[src/hdl/fwn2a_pkg.sv]
// fwn2a_pkg: shared types, constants and helpers for the fixed-width number to ascii block
// no dependencies; used by hdl/fixed_width_number_to_ascii.sv
`default_nettype none

package fwn2a_pkg;

    // display modes carried in the slave-side tuser
    typedef enum logic [1:0] {
        OP_UDEC = 2'd0,
        OP_SDEC = 2'd1,
        OP_HEX  = 2'd2,
        OP_BIN  = 2'd3
    } t_opcode;

    // controller states, one-hot
    typedef enum logic [2:0] {
        ST_IDLE = 3'b001,
        ST_CONV = 3'b010,
        ST_EMIT = 3'b100
    } t_state;

    // field widths of the stream beats
    localparam int unsigned LINE_W   = 3;
    localparam int unsigned COL_W    = 5;
    localparam int unsigned VAL_W    = 32;
    localparam int unsigned CNT_W    = 6;
    localparam int unsigned OCOL_W   = 7;
    localparam int unsigned CHAR_W   = 7;
    localparam int unsigned S_DATA_W = 48;
    localparam int unsigned M_DATA_W = 24;

    // digit store: one 4-bit digit per shown position
    localparam int unsigned MAX_DIGITS = 32;
    localparam int unsigned DIG_IDX_W  = 5;

    // ascii codes
    localparam logic [CHAR_W-1:0] CHAR_ZERO  = 7'h30;
    localparam logic [CHAR_W-1:0] CHAR_UPPER = 7'h41;
    localparam logic [CHAR_W-1:0] CHAR_PLUS  = 7'h2B;
    localparam logic [CHAR_W-1:0] CHAR_MINUS = 7'h2D;

    // decimal and hex digit to its ascii character
    function automatic logic [CHAR_W-1:0] digit_to_ascii(input logic [3:0] d);
        logic [CHAR_W-1:0] code;
        if (d < 4'd10) begin
            code = CHAR_ZERO + {3'b000, d};
        end else begin
            code = CHAR_UPPER + {3'b000, d - 4'd10};
        end
        return code;
    endfunction

endpackage

`default_nettype wire

[src/hdl/fixed_width_number_to_ascii.sv]
// fixed_width_number_to_ascii: number to fixed-width ascii text, one character per beat
// depends on hdl/fwn2a_pkg.sv
`default_nettype none

// Takes one number per slave beat and sends its text on the master side, one character
// per beat, most significant digit first, each with its line and column, tlast on the
// final character. Unsigned and signed decimal, uppercase hex and binary are supported;
// the lowest digit_count digits (at most 32) are shown with leading zeros, and signed
// mode puts '+' or '-' in front of the magnitude. An item is loaded, then passes the
// bit-serial converter (one bit of the number shifted into the digit store per cycle,
// with add-3 correction in decimal), then goes out one character per cycle when the
// master side keeps tready high. A zero digit count in an unsigned, hex or binary item
// produces no beat. The slave side is ready while the converter is idle, which includes
// the time the final character waits on the master side.
module fixed_width_number_to_ascii #(
    parameter int unsigned VALUE_BITS = 32
) (
    input  wire logic                               i_clk,
    input  wire logic                               i_rst_n,
    // slave side
    input  wire logic                               i_s_axis_tvalid,
    output      logic                               o_s_axis_tready,
    // tdata: line[2:0], column[7:3], value[39:8], digit_count[45:40], zero[47:46]
    input  wire logic [fwn2a_pkg::S_DATA_W-1:0]     i_s_axis_tdata,
    // tuser: opcode[1:0]
    input  wire logic [1:0]                         i_s_axis_tuser,
    // master side
    output      logic                               o_m_axis_tvalid,
    input  wire logic                               i_m_axis_tready,
    // tdata: out_line[2:0], out_column[9:3], char_code[16:10], zero[23:17]
    output      logic [fwn2a_pkg::M_DATA_W-1:0]     o_m_axis_tdata,
    output      logic                               o_m_axis_tlast
);

    localparam int unsigned BIT_CNT_W = $clog2(VALUE_BITS);
    localparam int unsigned DIG_BITS  = 4 * fwn2a_pkg::MAX_DIGITS;

    // slave beat fields
    logic [fwn2a_pkg::LINE_W-1:0] w_line;
    logic [fwn2a_pkg::COL_W-1:0]  w_column;
    logic [fwn2a_pkg::VAL_W-1:0]  w_value;
    logic [fwn2a_pkg::CNT_W-1:0]  w_count;
    fwn2a_pkg::t_opcode           w_opcode;

    assign w_line   = i_s_axis_tdata[2:0];
    assign w_column = i_s_axis_tdata[7:3];
    assign w_value  = i_s_axis_tdata[39:8];
    assign w_count  = i_s_axis_tdata[45:40];
    assign w_opcode = fwn2a_pkg::t_opcode'(i_s_axis_tuser);

    // registers
    fwn2a_pkg::t_state              r_state, n_state;
    fwn2a_pkg::t_opcode             r_opcode, n_opcode;
    logic [VALUE_BITS-1:0]          r_val, n_val;
    logic [BIT_CNT_W-1:0]           r_bit_cnt, n_bit_cnt;
    logic [DIG_BITS-1:0]            r_dig, n_dig;
    logic [fwn2a_pkg::CNT_W-1:0]    r_rem, n_rem;
    logic                           r_sign_pend, n_sign_pend;
    logic                           r_neg, n_neg;
    logic [fwn2a_pkg::LINE_W-1:0]   r_line, n_line;
    logic [fwn2a_pkg::OCOL_W-1:0]   r_col, n_col;
    logic                           r_m_valid, n_m_valid;
    logic [fwn2a_pkg::M_DATA_W-1:0] r_m_data, n_m_data;
    logic                           r_m_last, n_m_last;

    // number masked to VALUE_BITS and its magnitude in signed mode
    logic [63:0]                    w_ext;
    logic [VALUE_BITS-1:0]          w_v;
    logic                           w_neg;
    logic [VALUE_BITS-1:0]          w_mag;
    logic [fwn2a_pkg::CNT_W-1:0]    w_count_sat;

    assign w_ext       = {32'd0, w_value};
    assign w_v         = w_ext[VALUE_BITS-1:0];
    assign w_neg       = (w_opcode == fwn2a_pkg::OP_SDEC) && w_v[VALUE_BITS-1];
    assign w_mag       = w_neg ? (~w_v + 1'b1) : w_v;
    assign w_count_sat = (w_count > fwn2a_pkg::CNT_W'(fwn2a_pkg::MAX_DIGITS))
                       ? fwn2a_pkg::CNT_W'(fwn2a_pkg::MAX_DIGITS) : w_count;

    // one converter step: shift the next bit of the number into the digit store
    logic                  w_in_bit;
    logic [DIG_BITS-1:0]   w_adj;
    logic [DIG_BITS-1:0]   w_step;

    assign w_in_bit = r_val[VALUE_BITS-1];

    always_comb begin
        w_adj  = r_dig;
        w_step = r_dig;
        case (r_opcode)
            fwn2a_pkg::OP_UDEC, fwn2a_pkg::OP_SDEC: begin
                for (int k = 0; k < fwn2a_pkg::MAX_DIGITS; k++) begin
                    if (r_dig[4*k +: 4] >= 4'd5) begin
                        w_adj[4*k +: 4] = r_dig[4*k +: 4] + 4'd3;
                    end
                end
                w_step = {w_adj[DIG_BITS-2:0], w_in_bit};
            end
            fwn2a_pkg::OP_HEX: begin
                w_step = {r_dig[DIG_BITS-2:0], w_in_bit};
            end
            fwn2a_pkg::OP_BIN: begin
                w_step = '0;
                w_step[0] = w_in_bit;
                for (int k = 1; k < fwn2a_pkg::MAX_DIGITS; k++) begin
                    w_step[4*k] = r_dig[4*(k-1)];
                end
            end
            default: begin
                w_step = r_dig;
            end
        endcase
    end

    // digit to show next: most significant remaining position
    logic [fwn2a_pkg::DIG_IDX_W-1:0] w_dig_idx;
    logic [fwn2a_pkg::CNT_W-1:0]     w_rem_dec;
    logic [3:0]                      w_dig;
    logic                            w_out_free;

    assign w_rem_dec  = r_rem - 1'b1;
    assign w_dig_idx  = w_rem_dec[fwn2a_pkg::DIG_IDX_W-1:0];
    assign w_dig      = r_dig[4*w_dig_idx +: 4];
    assign w_out_free = !r_m_valid || i_m_axis_tready;

    // controller
    always_comb begin
        n_state     = r_state;
        n_opcode    = r_opcode;
        n_val       = r_val;
        n_bit_cnt   = r_bit_cnt;
        n_dig       = r_dig;
        n_rem       = r_rem;
        n_sign_pend = r_sign_pend;
        n_neg       = r_neg;
        n_line      = r_line;
        n_col       = r_col;
        n_m_valid   = r_m_valid;
        n_m_data    = r_m_data;
        n_m_last    = r_m_last;

        // master beat taken
        if (r_m_valid && i_m_axis_tready) begin
            n_m_valid = 1'b0;
        end

        case (r_state)
            fwn2a_pkg::ST_IDLE: begin
                if (i_s_axis_tvalid) begin
                    n_opcode    = w_opcode;
                    n_val       = w_mag;
                    n_bit_cnt   = '0;
                    n_dig       = '0;
                    n_rem       = w_count_sat;
                    n_sign_pend = (w_opcode == fwn2a_pkg::OP_SDEC);
                    n_neg       = w_neg;
                    n_line      = w_line;
                    n_col       = {2'b00, w_column};
                    if ((w_count_sat != '0) || (w_opcode == fwn2a_pkg::OP_SDEC)) begin
                        n_state = fwn2a_pkg::ST_CONV;
                    end
                end
            end
            fwn2a_pkg::ST_CONV: begin
                n_dig     = w_step;
                n_val     = {r_val[VALUE_BITS-2:0], 1'b0};
                n_bit_cnt = r_bit_cnt + 1'b1;
                if (r_bit_cnt == BIT_CNT_W'(VALUE_BITS - 1)) begin
                    n_state = fwn2a_pkg::ST_EMIT;
                end
            end
            fwn2a_pkg::ST_EMIT: begin
                if (w_out_free) begin
                    n_m_valid = 1'b1;
                    n_col     = r_col + 1'b1;
                    if (r_sign_pend) begin
                        n_sign_pend = 1'b0;
                        n_m_data    = {7'd0,
                                       r_neg ? fwn2a_pkg::CHAR_MINUS : fwn2a_pkg::CHAR_PLUS,
                                       r_col, r_line};
                        n_m_last    = (r_rem == '0);
                        if (r_rem == '0) begin
                            n_state = fwn2a_pkg::ST_IDLE;
                        end
                    end else begin
                        n_rem    = w_rem_dec;
                        n_m_data = {7'd0, fwn2a_pkg::digit_to_ascii(w_dig), r_col, r_line};
                        n_m_last = (r_rem == fwn2a_pkg::CNT_W'(1));
                        if (r_rem == fwn2a_pkg::CNT_W'(1)) begin
                            n_state = fwn2a_pkg::ST_IDLE;
                        end
                    end
                end
            end
            default: begin
                n_state = fwn2a_pkg::ST_IDLE;
            end
        endcase
    end

    // control registers
    always_ff @(posedge i_clk) begin
        if (!i_rst_n) begin
            r_state   <= fwn2a_pkg::ST_IDLE;
            r_m_valid <= 1'b0;
        end else begin
            r_state   <= n_state;
            r_m_valid <= n_m_valid;
        end
    end

    // payload registers
    always_ff @(posedge i_clk) begin
        r_opcode    <= n_opcode;
        r_val       <= n_val;
        r_bit_cnt   <= n_bit_cnt;
        r_dig       <= n_dig;
        r_rem       <= n_rem;
        r_sign_pend <= n_sign_pend;
        r_neg       <= n_neg;
        r_line      <= n_line;
        r_col       <= n_col;
        r_m_data    <= n_m_data;
        r_m_last    <= n_m_last;
    end

    assign o_s_axis_tready = (r_state == fwn2a_pkg::ST_IDLE);
    assign o_m_axis_tvalid = r_m_valid;
    assign o_m_axis_tdata  = r_m_data;
    assign o_m_axis_tlast  = r_m_last;

endmodule

`default_nettype wire

[config.mk]
export PLATFORM = sky130hd
export DESIGN_NAME = fixed_width_number_to_ascii
export DESIGN_NICKNAME = d
export VERILOG_FILES = /design/src/hdl/fwn2a_pkg.sv /design/src/hdl/fixed_width_number_to_ascii.sv
export SDC_FILE = /design/constraint.sdc
export NUM_CORES = 1
export LEC_CHECK = 0
export BUFFER_PORTS_ARGS = -buffer_cell sky130_fd_sc_hd__buf_2
export CORE_ASPECT_RATIO = 0.8
export CORE_MARGIN = 2
export CORE_UTILIZATION = 56
export CTS_CLUSTER_SIZE = 14
export DETAILED_ROUTE_END_ITERATION = 6
export PLACE_DENSITY = 0.77
export SYNTH_ARGS = -nofsm -noshare
export SYNTH_HDL_FRONTEND = slang
export SYNTH_SLANG_ARGS = --single-unit
[constraint.sdc]
create_clock -name i_clk -period 5.7 [get_ports i_clk]
set_input_delay 1.71 -clock i_clk [delete_from_list [all_inputs] [get_ports i_clk]]
set_output_delay 1.71 -clock i_clk [all_outputs]
set_load 0.005 [all_outputs]
==> flow_metrics.env <==
export IMPL_syn_inst=1353
export IMPL_antenna_cells=0
export IMPL_cts_hold_buf=0
export IMPL_ys_seq_area_share_pct=45.7
export IMPL_critPathLaunchType="register"
export IMPL_dpl_hpwl_um=19200
export IMPL_grt_pass1_wl_um=48600
export IMPL_finalSetupViolations=0
export IMPL_routed_via_density=5.88
export IMPL_num_vias=10138
export IMPL_dieArea_um2=25400
export IMPL_power_density_nw_per_um2=351
export IMPL_first_iter_violations=1080
export IMPL_synth_area_um2=13500
export IMPL_yosys_register_bits=207
export IMPL_clkPwrFrac_pct=28.7
export IMPL_antenna_left=0
export IMPL_ir_worst_vdd_mv=0.218
export IMPL_cts_resized=0
export IMPL_switchingPower_w=0.00171
export IMPL_relSlewSlack_pct=30.1
export IMPL_ctsLongestPathBuffers=3
export IMPL_synth_edf_count=203
export IMPL_numCtsBuffers=24
export IMPL_hold_viol_final=0
export IMPL_fp_dieW_um=178
export IMPL_synthFlopType="edfxtp_1"
export IMPL_route_detailed_drc=0
export IMPL_dp_slack_ns=1.73
export IMPL_first_pass_iters=5
export IMPL_netlist_area_leader_share_pct=45.1
export IMPL_rows=50
export IMPL_power_share_switching_pct=32.8
export IMPL_total_leakage_power_nw=5.41
export IMPL_hold_class="reg2reg"
export IMPL_grt_max_degree=127
export IMPL_maxSlewViolCount=0
export IMPL_crit_required_ns=5.97
export IMPL_htree_levels=1
export IMPL_cts_tree="built"
export IMPL_regToRegSetupSlack_ns=1.92
export IMPL_synthTopCellsByArea="edfxtp_1 (45%), ha_1 (6.8%), nor2_1 (6.5%)"
export IMPL_worstMarginPinSlew_ns=1.05
export IMPL_ctsRootBufferMaster="clkbuf_16"
export IMPL_rsz0062_at_grt="no"
export IMPL_io_buffers=71
export IMPL_place_gp_congestion=0.802
export IMPL_grt_overflow=0
export IMPL_drt_wirelength_per_cell_um=17.2
export IMPL_drive_gt1_share_pct=14.0
export IMPL_critical_path_max_fanout=23
export IMPL_grt_pass1_vias=9607
export IMPL_fp_dieH_um=143
export IMPL_avgSynthCellArea_um2=10.0
export IMPL_p_int_w=0.00350
export IMPL_comb_power_share_pct=28.1
export IMPL_async_flop_share_pct=0
export IMPL_critPathKind="reg2reg"
export IMPL_core_area_um2=23600
export IMPL_status="finished clean"
export IMPL_synthDistinctLibCells=59
export IMPL_clk_latency_ns=0.52
export IMPL_clk_pin_slew_ns=0.06
export IMPL_final_nets=1525
export IMPL_cts_setup_buffers=0
export IMPL_yosysTopAreaCell="edfxtp_1"
export IMPL_maxCapViolCount=0
export IMPL_setup_ws_ns=1.92
export IMPL_yosysWarningCount=0
export IMPL_fin_tns_setup_ns=0
export IMPL_antenna_found_initial=0
export IMPL_final_cell_mix="nor2_1 (235), edfxtp_1 (203), nand2_1 (118)"
export IMPL_skew_ns=0.0182
export IMPL_start_util_pct=57.4
export IMPL_period_needed_ns=3.78
export IMPL_cts_sinks=207
export IMPL_ios=81
export IMPL_worstSetupEndpointType="register"
export IMPL_grt_util_all_layers_pct=23.8
export IMPL_wirelength_um=29700
export IMPL_sequentialPowerShare_pct=43.2
export IMPL_final_common_cell="nor2_1"
export IMPL_finalCritPeriodShare_pct=66.3
export IMPL_cp_arrival_ns=4.05
export IMPL_max_freq_mhz=264
export IMPL_area_growth_pct=9.68
flip-flops by register name, summed over array words and instances, names as in the netlist:
name	flops
r_dig	128
r_val	32
o_m_axis_tdata	17
r_col	7
r_rem	6
r_bit_cnt	5
r_line	3
r_state	3
r_opcode	2
o_m_axis_tlast	1
o_m_axis_tvalid	1
r_neg	1
r_sign_pend	1
Yosys cell counts (9+ instances only):
library cell and count:
xnor2_1 89, o21ai_1 16, nand2_1 120, nand3_1 9, o22ai_1 10, mux2_2 32, nand2b_1 38, edfxtp_1 203
xor2_1 17, a21oi_1 112, a211oi_1 32, o21ai_0 63, inv_1 73, a22oi_1 31, clkbuf_1 42, mux4_2 32
ha_1 73, nor2_1 235, buf_4 11
per-stage QoR:
step | cell area (µm²) | hold slack, ns | power, W | instances | util, %
CTS | 14800 | 0.427 | 0.00523 | 1725 | 62.9
global route | 14800 | 0.439 | 0.00550 | 1725 | 62.9
finish | 14800 | 0.424 | 0.00522 | 1725 | 62.9
detailed placement | 14100 | 0.413 | 0.00372 | 1684 | 59.7
global placement | 14100 | 0.410 | 0.00366 | 1684 | 59.7
floorplan | 13600 | 0.400 | 0.00336 | 1359 | -
worst paths after layout:
| check | startpoint | endpoint | cells past startpoint |
|---|---|---|---|
| hold / removal | r_line[2] | o_m_axis_tdata[2] | 0 |
| setup reg to reg | r_rem[1] | o_m_axis_tdata[12] | 11 |
| hold reg to reg | r_line[2] | o_m_axis_tdata[2] | 0 |
| setup / recovery | r_rem[1] | o_m_axis_tdata[12] | 11 |
area by class of cell:
cell class	count	area [µm²]
fillers	1849	8750
multi-input cells	1007	6800
flip-flops and latches	207	6180
clock buffers	34	689
repair buffers	83	445
well taps	312	390
inverters	75	282
clock inverters	7	60.1
worst max-delay path: stages (launching register included):
cell and delay [ns]:
edfxtp_1 0.43, inv_1 0.09, ha_2 0.82, buf_4 0.37
mux4_2 0.58, nor2_1 0.15, o22ai_1 0.10, nand4_1 0.33
ha_1 0.33, xnor2_1 0.13, o21ai_1 0.11, o21ai_1 0.07
power by group through the flow:
stage               registers (W)  clock network (W)  logic (W)
finish                    0.00225            0.00150    0.00147
global placement          0.00226                  0    0.00140
floorplan                 0.00220                  0    0.00116
detailed placement        0.00227                  0    0.00145
global route              0.00229            0.00157    0.00164
CTS                       0.00224            0.00151    0.00147
per-layer routing:
metal,vias up,part of all wire (%),track usage (%)
li1,4876,-,-
met1,4877,46,34.7
met2,341,45,37.5
met3,44,6.5,2.90
met4,0,2.1,6.82
met5,-,0,0
kinds of logic after synthesis:
group	Yosys count	share of synthesized area (%)
AND/OR/NAND/NOR	461	15.0
adder cells (fa/ha/maj)	73	6.75
buffers and inverters	145	4.50
AO/OA/AOI/OAI	289	12.6
other	1	0.0277
flip-flops	207	45.7
XOR/XNOR	107	6.98
multiplexers	70	8.44
(Power assumes the default switching activity.)
